### config.mk
export PLATFORM = sky130hd
export DESIGN_NAME = energy_meter_pulse_output
export DESIGN_NICKNAME = d
export VERILOG_FILES = /design/src/emp_pkg.sv /design/src/energy_meter_pulse_output.sv /design/src/emp_front.sv /design/src/emp_fifo.sv /design/src/emp_back.sv
export SDC_FILE = /design/constraint.sdc
export NUM_CORES = 2
export LEC_CHECK = 0
export ABC_AREA = 1
export BUFFER_PORTS_ARGS = -buffer_cell sky130_fd_sc_hd__buf_4
export CORE_MARGIN = 2
export CORE_UTILIZATION = 40
export CTS_CLUSTER_DIAMETER = 80
export DETAILED_ROUTE_END_ITERATION = 10
export GPL_ROUTABILITY_DRIVEN = 0
export HOLD_SLACK_MARGIN = 0.06
export SYNTH_ARGS = -nofsm -noshare
export SYNTH_HDL_FRONTEND = slang
export SYNTH_HIERARCHICAL = 1
export SYNTH_SLANG_ARGS = --single-unit
### constraint.sdc
create_clock -name clk -period 5.8 [get_ports clk]
set_clock_uncertainty 0.2 [all_clocks]
set_input_delay 1.74 -clock clk [delete_from_list [all_inputs] [get_ports clk]]
set_output_delay 1.74 -clock clk [all_outputs]
set_load 0.01 [all_outputs]
### src/emp_pkg.sv
// shared types, constants and register codes for the energy meter pulse output
`timescale 1ns / 1ps
package emp_pkg;

  localparam int TIME_W    = 32;
  localparam int POWER_W   = 16;
  localparam int MAG_W     = POWER_W + 1;
  localparam int ENERGY_W  = 48;
  localparam int QUANT_W   = 32;
  localparam int WIDTH_W   = 16;
  localparam int COUNT_W   = 16;
  localparam int CFG_W     = 32;
  localparam int CFG_IDX_W = 1;
  localparam int DIV_CNT_W = $clog2(ENERGY_W);

  localparam int QUEUE_DEPTH_DEF = 2;

  localparam logic [COUNT_W-1:0] COUNT_MAX            = '1;
  localparam logic [QUANT_W-1:0] ENERGY_PER_PULSE_RST = 32'd3600000;
  localparam logic [WIDTH_W-1:0] PULSE_WIDTH_RST      = 16'd20;

  typedef enum logic [CFG_IDX_W-1:0] {
    CFG_ENERGY_PER_PULSE = 1'b0,
    CFG_PULSE_WIDTH      = 1'b1
  } cfg_reg_e;

  typedef enum logic [2:0] {
    BK_IDLE,
    BK_MUL,
    BK_ACC,
    BK_SEL,
    BK_DIV,
    BK_CNT,
    BK_SERVE,
    BK_DONE
  } back_state_e;

  typedef struct packed {
    logic [TIME_W-1:0]         time_ms;
    logic signed [POWER_W-1:0] net_power_w;
  } in_t;

  typedef struct packed {
    logic               import_led;
    logic               export_led;
    logic [COUNT_W-1:0] import_pending;
    logic [COUNT_W-1:0] export_pending;
  } out_t;

  typedef struct packed {
    logic [QUANT_W-1:0] energy_per_pulse;
    logic [WIDTH_W-1:0] pulse_len;
  } cfg_t;

  typedef struct packed {
    logic [TIME_W-1:0] now;
    logic [TIME_W-1:0] dt;
    logic [MAG_W-1:0]  mag;
    logic              neg;
    logic              first;
  } item_t;

  typedef struct packed {
    logic               active;
    logic [TIME_W-1:0]  off_time;
    logic [COUNT_W-1:0] count;
  } chan_t;

  typedef struct packed {
    logic valid;
    logic full;
  } queue_status_t;

endpackage

### src/energy_meter_pulse_output.sv
// top level of the energy meter pulse output: config registers, front, queue, back
//
//   channel  handshake                   payload
//   in       in_valid / in_ready         in_data   (time_ms, net_power_w)
//   out      out_valid / out_ready       out_data  (leds, pending counts)
//   cfg      cfg_we                      cfg_index, cfg_data
//
// one beat at a time in the back end, with a divide pass for each accumulator
// holding at least one energy quantum (48-step radix-2 divider, one bit a cycle)
// the first beat after reset skips the multiply and accumulate steps
// the queue takes new beats while the back end works; the result register
// lets the back end start the next beat while a result waits
// synchronous reset clears all energy, counts and pulses and reloads the config defaults
`timescale 1ns / 1ps
module energy_meter_pulse_output #(
  parameter int QUEUE_DEPTH = emp_pkg::QUEUE_DEPTH_DEF
) (
  input  logic                          clk,
  input  logic                          rst,
  input  logic                          in_valid,
  output logic                          in_ready,
  input  emp_pkg::in_t                  in_data,
  output logic                          out_valid,
  input  logic                          out_ready,
  output emp_pkg::out_t                 out_data,
  input  logic                          cfg_we,
  input  logic [emp_pkg::CFG_IDX_W-1:0] cfg_index,
  input  logic [emp_pkg::CFG_W-1:0]     cfg_data
);

  emp_pkg::cfg_t          cfg;
  emp_pkg::queue_status_t q_status;
  emp_pkg::item_t         push_item;
  emp_pkg::item_t         pop_item;
  logic                   q_push;
  logic                   q_pop;

  always_ff @(posedge clk) begin
    if (rst) begin
      cfg.energy_per_pulse <= emp_pkg::ENERGY_PER_PULSE_RST;
      cfg.pulse_len        <= emp_pkg::PULSE_WIDTH_RST;
    end else if (cfg_we) begin
      case (emp_pkg::cfg_reg_e'(cfg_index))
        emp_pkg::CFG_ENERGY_PER_PULSE: begin
          cfg.energy_per_pulse <= cfg_data[emp_pkg::QUANT_W-1:0];
        end
        emp_pkg::CFG_PULSE_WIDTH: begin
          cfg.pulse_len <= cfg_data[emp_pkg::WIDTH_W-1:0];
        end
        default: begin
        end
      endcase
    end
  end

  emp_front u_front (
    .clk      (clk),
    .rst      (rst),
    .in_valid (in_valid),
    .in_ready (in_ready),
    .in_data  (in_data),
    .q_status (q_status),
    .q_push   (q_push),
    .q_item   (push_item)
  );

  emp_fifo #(
    .DEPTH (QUEUE_DEPTH)
  ) u_fifo (
    .clk       (clk),
    .rst       (rst),
    .push      (q_push),
    .push_item (push_item),
    .pop       (q_pop),
    .pop_item  (pop_item),
    .status    (q_status)
  );

  emp_back u_back (
    .clk       (clk),
    .rst       (rst),
    .cfg       (cfg),
    .q_status  (q_status),
    .q_item    (pop_item),
    .q_pop     (q_pop),
    .out_valid (out_valid),
    .out_ready (out_ready),
    .out_data  (out_data)
  );

  a_pop_nonempty: assert property (@(posedge clk) disable iff (rst)
    q_pop |-> q_status.valid)
    else $error("back end popped an empty queue");

  a_push_lands: assert property (@(posedge clk) disable iff (rst)
    q_push |=> q_status.valid)
    else $error("accepted beat missing from queue");

  a_reset_quiet: assert property (@(posedge clk)
    rst |=> !out_valid)
    else $error("result valid right after reset");

endmodule

### src/emp_front.sv
// front end: takes input beats, tracks elapsed time and classifies power sign
`timescale 1ns / 1ps
module emp_front (
  input  logic                   clk,
  input  logic                   rst,
  input  logic                   in_valid,
  output logic                   in_ready,
  input  emp_pkg::in_t           in_data,
  input  emp_pkg::queue_status_t q_status,
  output logic                   q_push,
  output emp_pkg::item_t         q_item
);

  logic                       started;
  logic [emp_pkg::TIME_W-1:0] last_time;
  logic [emp_pkg::POWER_W-1:0] raw;

  assign in_ready = !q_status.full;
  assign q_push   = in_valid && in_ready;
  assign raw      = in_data.net_power_w;

  always_comb begin
    q_item.now   = in_data.time_ms;
    q_item.dt    = in_data.time_ms - last_time;
    q_item.neg   = raw[emp_pkg::POWER_W-1];
    q_item.mag   = q_item.neg ? (emp_pkg::MAG_W'(0) - emp_pkg::MAG_W'(signed'(raw)))
                              : emp_pkg::MAG_W'(raw);
    q_item.first = !started;
  end

  always_ff @(posedge clk) begin
    if (rst) begin
      started   <= 1'b0;
      last_time <= '0;
    end else if (q_push) begin
      started   <= 1'b1;
      last_time <= in_data.time_ms;
    end
  end

endmodule

### src/emp_fifo.sv
// short queue between the front end and the back end
`timescale 1ns / 1ps
module emp_fifo #(
  parameter int DEPTH = emp_pkg::QUEUE_DEPTH_DEF
) (
  input  logic                   clk,
  input  logic                   rst,
  input  logic                   push,
  input  emp_pkg::item_t         push_item,
  input  logic                   pop,
  output emp_pkg::item_t         pop_item,
  output emp_pkg::queue_status_t status
);

  localparam int PTR_W = (DEPTH > 1) ? $clog2(DEPTH) : 1;
  localparam int CNT_W = $clog2(DEPTH + 1);
  localparam logic [PTR_W-1:0] PTR_LAST = PTR_W'(DEPTH - 1);
  localparam logic [CNT_W-1:0] CNT_FULL = CNT_W'(DEPTH);

  emp_pkg::item_t   mem [DEPTH];
  logic [PTR_W-1:0] wr_ptr;
  logic [PTR_W-1:0] rd_ptr;
  logic [CNT_W-1:0] count;

  assign pop_item     = mem[rd_ptr];
  assign status.valid = (count != '0);
  assign status.full  = (count == CNT_FULL);

  always_ff @(posedge clk) begin
    if (push) begin
      mem[wr_ptr] <= push_item;
    end
  end

  always_ff @(posedge clk) begin
    if (rst) begin
      wr_ptr <= '0;
      rd_ptr <= '0;
      count  <= '0;
    end else begin
      if (push) begin
        wr_ptr <= (wr_ptr == PTR_LAST) ? '0 : wr_ptr + PTR_W'(1);
      end
      if (pop) begin
        rd_ptr <= (rd_ptr == PTR_LAST) ? '0 : rd_ptr + PTR_W'(1);
      end
      if (push && !pop) begin
        count <= count + CNT_W'(1);
      end else if (pop && !push) begin
        count <= count - CNT_W'(1);
      end
    end
  end

endmodule

### src/emp_back.sv
// back end: integrates energy, divides out quanta, drives pulses and the result register
`timescale 1ns / 1ps
module emp_back (
  input  logic                   clk,
  input  logic                   rst,
  input  emp_pkg::cfg_t          cfg,
  input  emp_pkg::queue_status_t q_status,
  input  emp_pkg::item_t         q_item,
  output logic                   q_pop,
  output logic                   out_valid,
  input  logic                   out_ready,
  output emp_pkg::out_t          out_data
);

  localparam int EW = emp_pkg::ENERGY_W;
  localparam int QW = emp_pkg::QUANT_W;
  localparam logic [emp_pkg::DIV_CNT_W-1:0] DIV_LAST = emp_pkg::DIV_CNT_W'(EW - 1);

  function automatic emp_pkg::chan_t serve(
    input emp_pkg::chan_t               c,
    input logic [emp_pkg::TIME_W-1:0]   now,
    input logic [emp_pkg::WIDTH_W-1:0]  width
  );
    emp_pkg::chan_t             r;
    logic [emp_pkg::TIME_W-1:0] diff;
    r = c;
    if (!r.active && r.count != '0) begin
      r.active   = 1'b1;
      r.off_time = now + emp_pkg::TIME_W'(width);
      r.count    = r.count - emp_pkg::COUNT_W'(1);
    end
    diff = now - r.off_time;
    if (r.active && !diff[emp_pkg::TIME_W-1]) begin
      r.active = 1'b0;
    end
    return r;
  endfunction

  emp_pkg::back_state_e state, state_next;
  emp_pkg::item_t       item, item_next;
  logic [EW-1:0]        prod, prod_next;
  logic [EW-1:0]        imp_energy, imp_energy_next;
  logic [EW-1:0]        exp_energy, exp_energy_next;
  emp_pkg::chan_t       imp_ch, imp_ch_next;
  emp_pkg::chan_t       exp_ch, exp_ch_next;
  logic                 sel, sel_next;
  logic [QW-1:0]        rem, rem_next;
  logic [EW-1:0]        dvd, dvd_next;
  logic [emp_pkg::DIV_CNT_W-1:0] div_cnt, div_cnt_next;
  logic                 out_valid_next;
  emp_pkg::out_t        out_data_next;

  logic [QW-1:0]                q_eff;
  logic [EW-1:0]                cur_energy;
  logic [emp_pkg::COUNT_W-1:0]  cur_count;
  logic [EW:0]                  prod_full;
  logic [QW:0]                  rem_sh;
  logic [QW:0]                  rem_sub;
  logic                         rem_ge;
  logic [EW:0]                  qsum;
  logic [emp_pkg::COUNT_W-1:0]  count_new;
  logic                         out_free;

  assign q_eff      = (cfg.energy_per_pulse == '0) ? QW'(1) : cfg.energy_per_pulse;
  assign cur_energy = sel ? exp_energy : imp_energy;
  assign cur_count  = sel ? exp_ch.count : imp_ch.count;
  assign prod_full  = item.mag * item.dt;
  assign rem_sh     = {rem, dvd[EW-1]};
  assign rem_sub    = rem_sh - {1'b0, q_eff};
  assign rem_ge     = (rem_sh >= {1'b0, q_eff});
  assign qsum       = (EW+1)'(cur_count) + {1'b0, dvd};
  assign count_new  = (qsum > (EW+1)'(emp_pkg::COUNT_MAX)) ? emp_pkg::COUNT_MAX
                                                             : qsum[emp_pkg::COUNT_W-1:0];
  assign out_free   = !out_valid || out_ready;
  assign q_pop      = (state == emp_pkg::BK_IDLE) && q_status.valid;

  always_comb begin
    state_next      = state;
    item_next       = item;
    prod_next       = prod;
    imp_energy_next = imp_energy;
    exp_energy_next = exp_energy;
    imp_ch_next     = imp_ch;
    exp_ch_next     = exp_ch;
    sel_next        = sel;
    rem_next        = rem;
    dvd_next        = dvd;
    div_cnt_next    = div_cnt;
    out_valid_next  = out_valid && !out_ready;
    out_data_next   = out_data;
    case (state)
      emp_pkg::BK_IDLE: begin
        if (q_status.valid) begin
          item_next  = q_item;
          sel_next   = 1'b0;
          state_next = q_item.first ? emp_pkg::BK_SEL : emp_pkg::BK_MUL;
        end
      end
      emp_pkg::BK_MUL: begin
        prod_next  = prod_full[EW-1:0];
        state_next = emp_pkg::BK_ACC;
      end
      emp_pkg::BK_ACC: begin
        if (item.neg) begin
          exp_energy_next = exp_energy + prod;
        end else begin
          imp_energy_next = imp_energy + prod;
        end
        state_next = emp_pkg::BK_SEL;
      end
      emp_pkg::BK_SEL: begin
        if (cur_energy < EW'(q_eff)) begin
          sel_next   = 1'b1;
          state_next = sel ? emp_pkg::BK_SERVE : emp_pkg::BK_SEL;
        end else begin
          rem_next     = '0;
          dvd_next     = cur_energy;
          div_cnt_next = '0;
          state_next   = emp_pkg::BK_DIV;
        end
      end
      emp_pkg::BK_DIV: begin
        rem_next     = rem_ge ? rem_sub[QW-1:0] : rem_sh[QW-1:0];
        dvd_next     = {dvd[EW-2:0], rem_ge};
        div_cnt_next = div_cnt + emp_pkg::DIV_CNT_W'(1);
        if (div_cnt == DIV_LAST) begin
          state_next = emp_pkg::BK_CNT;
        end
      end
      emp_pkg::BK_CNT: begin
        if (sel) begin
          exp_energy_next   = EW'(rem);
          exp_ch_next.count = count_new;
          state_next        = emp_pkg::BK_SERVE;
        end else begin
          imp_energy_next   = EW'(rem);
          imp_ch_next.count = count_new;
          state_next        = emp_pkg::BK_SEL;
        end
        sel_next = 1'b1;
      end
      emp_pkg::BK_SERVE: begin
        imp_ch_next = serve(imp_ch, item.now, cfg.pulse_len);
        exp_ch_next = serve(exp_ch, item.now, cfg.pulse_len);
        state_next  = emp_pkg::BK_DONE;
      end
      emp_pkg::BK_DONE: begin
        if (out_free) begin
          out_valid_next               = 1'b1;
          out_data_next.import_led     = imp_ch.active;
          out_data_next.export_led     = exp_ch.active;
          out_data_next.import_pending = imp_ch.count;
          out_data_next.export_pending = exp_ch.count;
          state_next                   = emp_pkg::BK_IDLE;
        end
      end
      default: begin
        state_next = emp_pkg::BK_IDLE;
      end
    endcase
  end

  always_ff @(posedge clk) begin
    if (rst) begin
      state      <= emp_pkg::BK_IDLE;
      imp_energy <= '0;
      exp_energy <= '0;
      imp_ch     <= '0;
      exp_ch     <= '0;
      sel        <= 1'b0;
      div_cnt    <= '0;
      out_valid  <= 1'b0;
    end else begin
      state      <= state_next;
      imp_energy <= imp_energy_next;
      exp_energy <= exp_energy_next;
      imp_ch     <= imp_ch_next;
      exp_ch     <= exp_ch_next;
      sel        <= sel_next;
      div_cnt    <= div_cnt_next;
      out_valid  <= out_valid_next;
    end
  end

  always_ff @(posedge clk) begin
    item     <= item_next;
    prod     <= prod_next;
    rem      <= rem_next;
    dvd      <= dvd_next;
    out_data <= out_data_next;
  end

endmodule

==> impl_metrics.json <==
{
  "synth_top_area_share_pct": 19.9,
  "drt.antenna.violating_nets": 0,
  "ff_latch_area_um2": 18100,
  "drv_cap": 0,
  "cts_tree": "built",
  "coreArea_um2": 154000,
  "numCtsBuffers": 81,
  "dp.final_hpwl_um": 154000,
  "finalCriticalPeriod_ns": 6.15,
  "status": "complete, but fails checks",
  "clock_latency_ns": 0.70,
  "die_w_um": 397,
  "hold_violations": 0,
  "cts_root_buffer": "clkbuf_16",
  "rsz0062_at_grt": "true",
  "nets": 9169,
  "via_count": 53900,
  "drv_slew": 0,
  "dp_slack_ns": -0.517,
  "synth_warnings": 6,
  "synth.most_common_cell": "nand2_1",
  "multi_input_area_um2": 38300,
  "synth_top_area_cell": "edfxtp_1",
  "clock.fmax_mhz": 163,
  "yosys-top-cells-count": "nand2_1, inv_1, nor2_1",
  "placed_area_um2": 67100,
  "fp-row-count": 144,
  "grt_pass1_wl_um": 299000,
  "clock-sinks": 701,
  "async_flop_share_pct": 0,
  "timing.final.crit_share_pct": 106,
  "placedCellCount": 10100,
  "slew_headroom_pct": 25.4,
  "instances_no_fill": 10300,
  "timing.critical_path.from_type": "flop",
  "cts_hold_buf": 0,
  "regToRegSetupSlack_ns": -0.35,
  "drc": 0,
  "worstMarginPinSlew_ns": 1.12,
  "grt_usage_pct": 24.2,
  "antennaDiodeCount": 0,
  "synth_cells": 7907,
  "grt_pass1_vias": 52600,
  "clock_path_buffers": 3,
  "drtIter0Drc": 4551,
  "yosys.cell_types.count": 72,
  "first_pass_iters": 9,
  "initial_utilization_pct": 40.2,
  "area_growth_pct": 16.2,
  "min_path_type": "flop to flop",
  "fillers": 15000,
  "cp_data_arrival_time_ns": 6.36,
  "worstSetupPathType": "flop to flop",
  "syn_avg_cell_area_um2": 7.83,
  "postLayoutCellArea_um2": 71900,
  "finalSetupViolCount": 28,
  "violations": "negative setup slack",
  "via_per_inst": 5.21,
  "clkTransAtPathRegs_ns": 0.06,
  "die_height_um": 397,
  "ys_seq_area_share_pct": 29.3,
  "overflow": 0,
  "ys.flop_type": "edfxtp_1",
  "drive_gt1_share_pct": 15.2,
  "io_buffers": 121,
  "setup_tns_ns": -5.36,
  "antenna_found_initial": 0,
  "critPathCaptureType": "flop",
  "synth_edf_count": 410,
  "ys_ff_latch": 701,
  "synth.net_count": 8851,
  "grt_max_degree": 105,
  "die-area_um2": 158000,
  "boundaryPins": 122,
  "post_drt_wl_per_cell_um": 18.8,
  "syn_area_um2": 61900,
  "netlist_top_cells_area": "edfxtp_1, fa_1, nand2_1",
  "worstPathMaxFanout": 5,
  "h-tree-depth": 3,
  "wirelength_um": 194000,
  "required_ns": 6.00,
  "worst_slack_ns": -0.354
}
critical path, cell delays in order (launching register included):
cell,delay [ns]
edfxtp_1,0.56
buf_4,0.22
nand2_1,0.05
inv_1,0.05
fa_1,0.48
inv_1,0.05
fa_1,0.46
fa_1,0.53
inv_2,0.05
fa_1,0.46
fa_1,0.57
inv_2,0.04
fa_1,0.62
inv_2,0.07
ha_4,0.26
a21oi_2,0.13
inv_2,0.08
a31oi_4,0.20
o21ai_1,0.09
a21oi_1,0.14
a21boi_4,0.24
o21ai_2,0.11
a21oi_2,0.13
xnor2_1,0.08
through the flow:
step / util, % / hold WS, ns
5_1_grt: 46.7 / 0.264
4_1_cts: 46.1 / 0.255
2_1_floorplan: - / 0.225
3_5_place_dp: 43.6 / 0.248
3_3_place_gp: 43.6 / 0.246
6_report: 46.7 / 0.255
final timing paths:
path | endpoint | startpoint | cells past startpoint
setup reg to reg | u_back/prod[47]$_DFFE_PP_ | u_back/item[42]$_DFFE_PP_ | 23
setup / recovery | u_back/prod[47]$_DFFE_PP_ | u_back/item[42]$_DFFE_PP_ | 23
hold reg to reg | u_back/out_data[16]$_DFFE_PP_ | u_back/imp_ch[0]$_SDFFE_PP0P_ | 0
hold / removal | u_back/out_data[16]$_DFFE_PP_ | u_back/imp_ch[0]$_SDFFE_PP0P_ | 0
kinds of logic (layout without fill, tap and decap cells):
| family | after synthesis | in the layout | synth area share (%) |
|---|---|---|---|
| DFF | 701 | 701 | 29.3 |
| other | 1 | 1 | 0.00606 |
| buffers and inverters | 1769 | 2153 | 11.3 |
| muxes | 84 | 84 | 1.95 |
| and+or+nand+nor | 2984 | 2984 | 20.0 |
| AOI/OAI and AO/OA | 1331 | 1331 | 12.0 |
| adders and majority gates | 858 | 858 | 22.9 |
| xor gates and xnor gates | 179 | 179 | 2.53 |
state kept, by name, summed over array words and instances (netlist names), 2 cells and up, named ones only:
register,cells
u_back/imp_energy,48
u_back/dvd,48
u_back/imp_ch,49
u_back/exp_energy,48
u_back/exp_ch,49
u_back/item,82
u_back/out_data,34
u_fifo/count,2
u_back/state,3
cfg,48
u_front/last_time,32
u_back/rem,32
u_back/prod,48
u_fifo/mem,166
u_back/div_cnt,6
cell type report:
cell class,count,share of cell area (%)
Clock inverter,43,0.578
Tap cell,2044,3.56
Sequential cell,701,25.2
Inverter,1459,7.62
Timing Repair Buffer,545,6.63
Clock buffer,106,3.15
Multi-Input combinational cell,5437,53.2
routing by layer:
metal | up-vias | global-route usage, % | share of wire (%)
met2 | 1774 | 40.3 | 47
li1 | 25900 | - | -
met5 | - | 0 | 0
met1 | 25900 | 32.7 | 44
met4 | 0 | 7.20 | 3.2
met3 | 313 | 3.20 | 6.3
layout by cell type, fill, tap and decap left out, types with 28 or more instances in the layout:
cell type  count
xor2_1       107
xnor2_1       59
inv_1       1359
dfxtp_1      289
ha_1         372
a31oi_1      107
a21oi_2       56
buf_6         53
nor2_1       557
mux2_4        70
fa_2          28
ha_4          30
nand2_1     1799
nor2_2        35
clkbuf_16     85
inv_2         94
nor3_1        45
nand2_2       66
edfxtp_1     410
nand4_1       67
buf_12        28
fa_1         426
nand3_1      259
o21ai_0      461
or2_2         47
buf_4        454
a21oi_1      454
a211oi_1      48
what timing repair did:
action,in CTS,in global routing
pin swaps,72,136
endpoints found under the setup margin,32,33
cloned,4,2
setup buffers,39,34
gates resized for setup,210,214
Power is not shown: default switching activity piles up to over one toggle a cycle in this logic, so the estimate is an artifact.
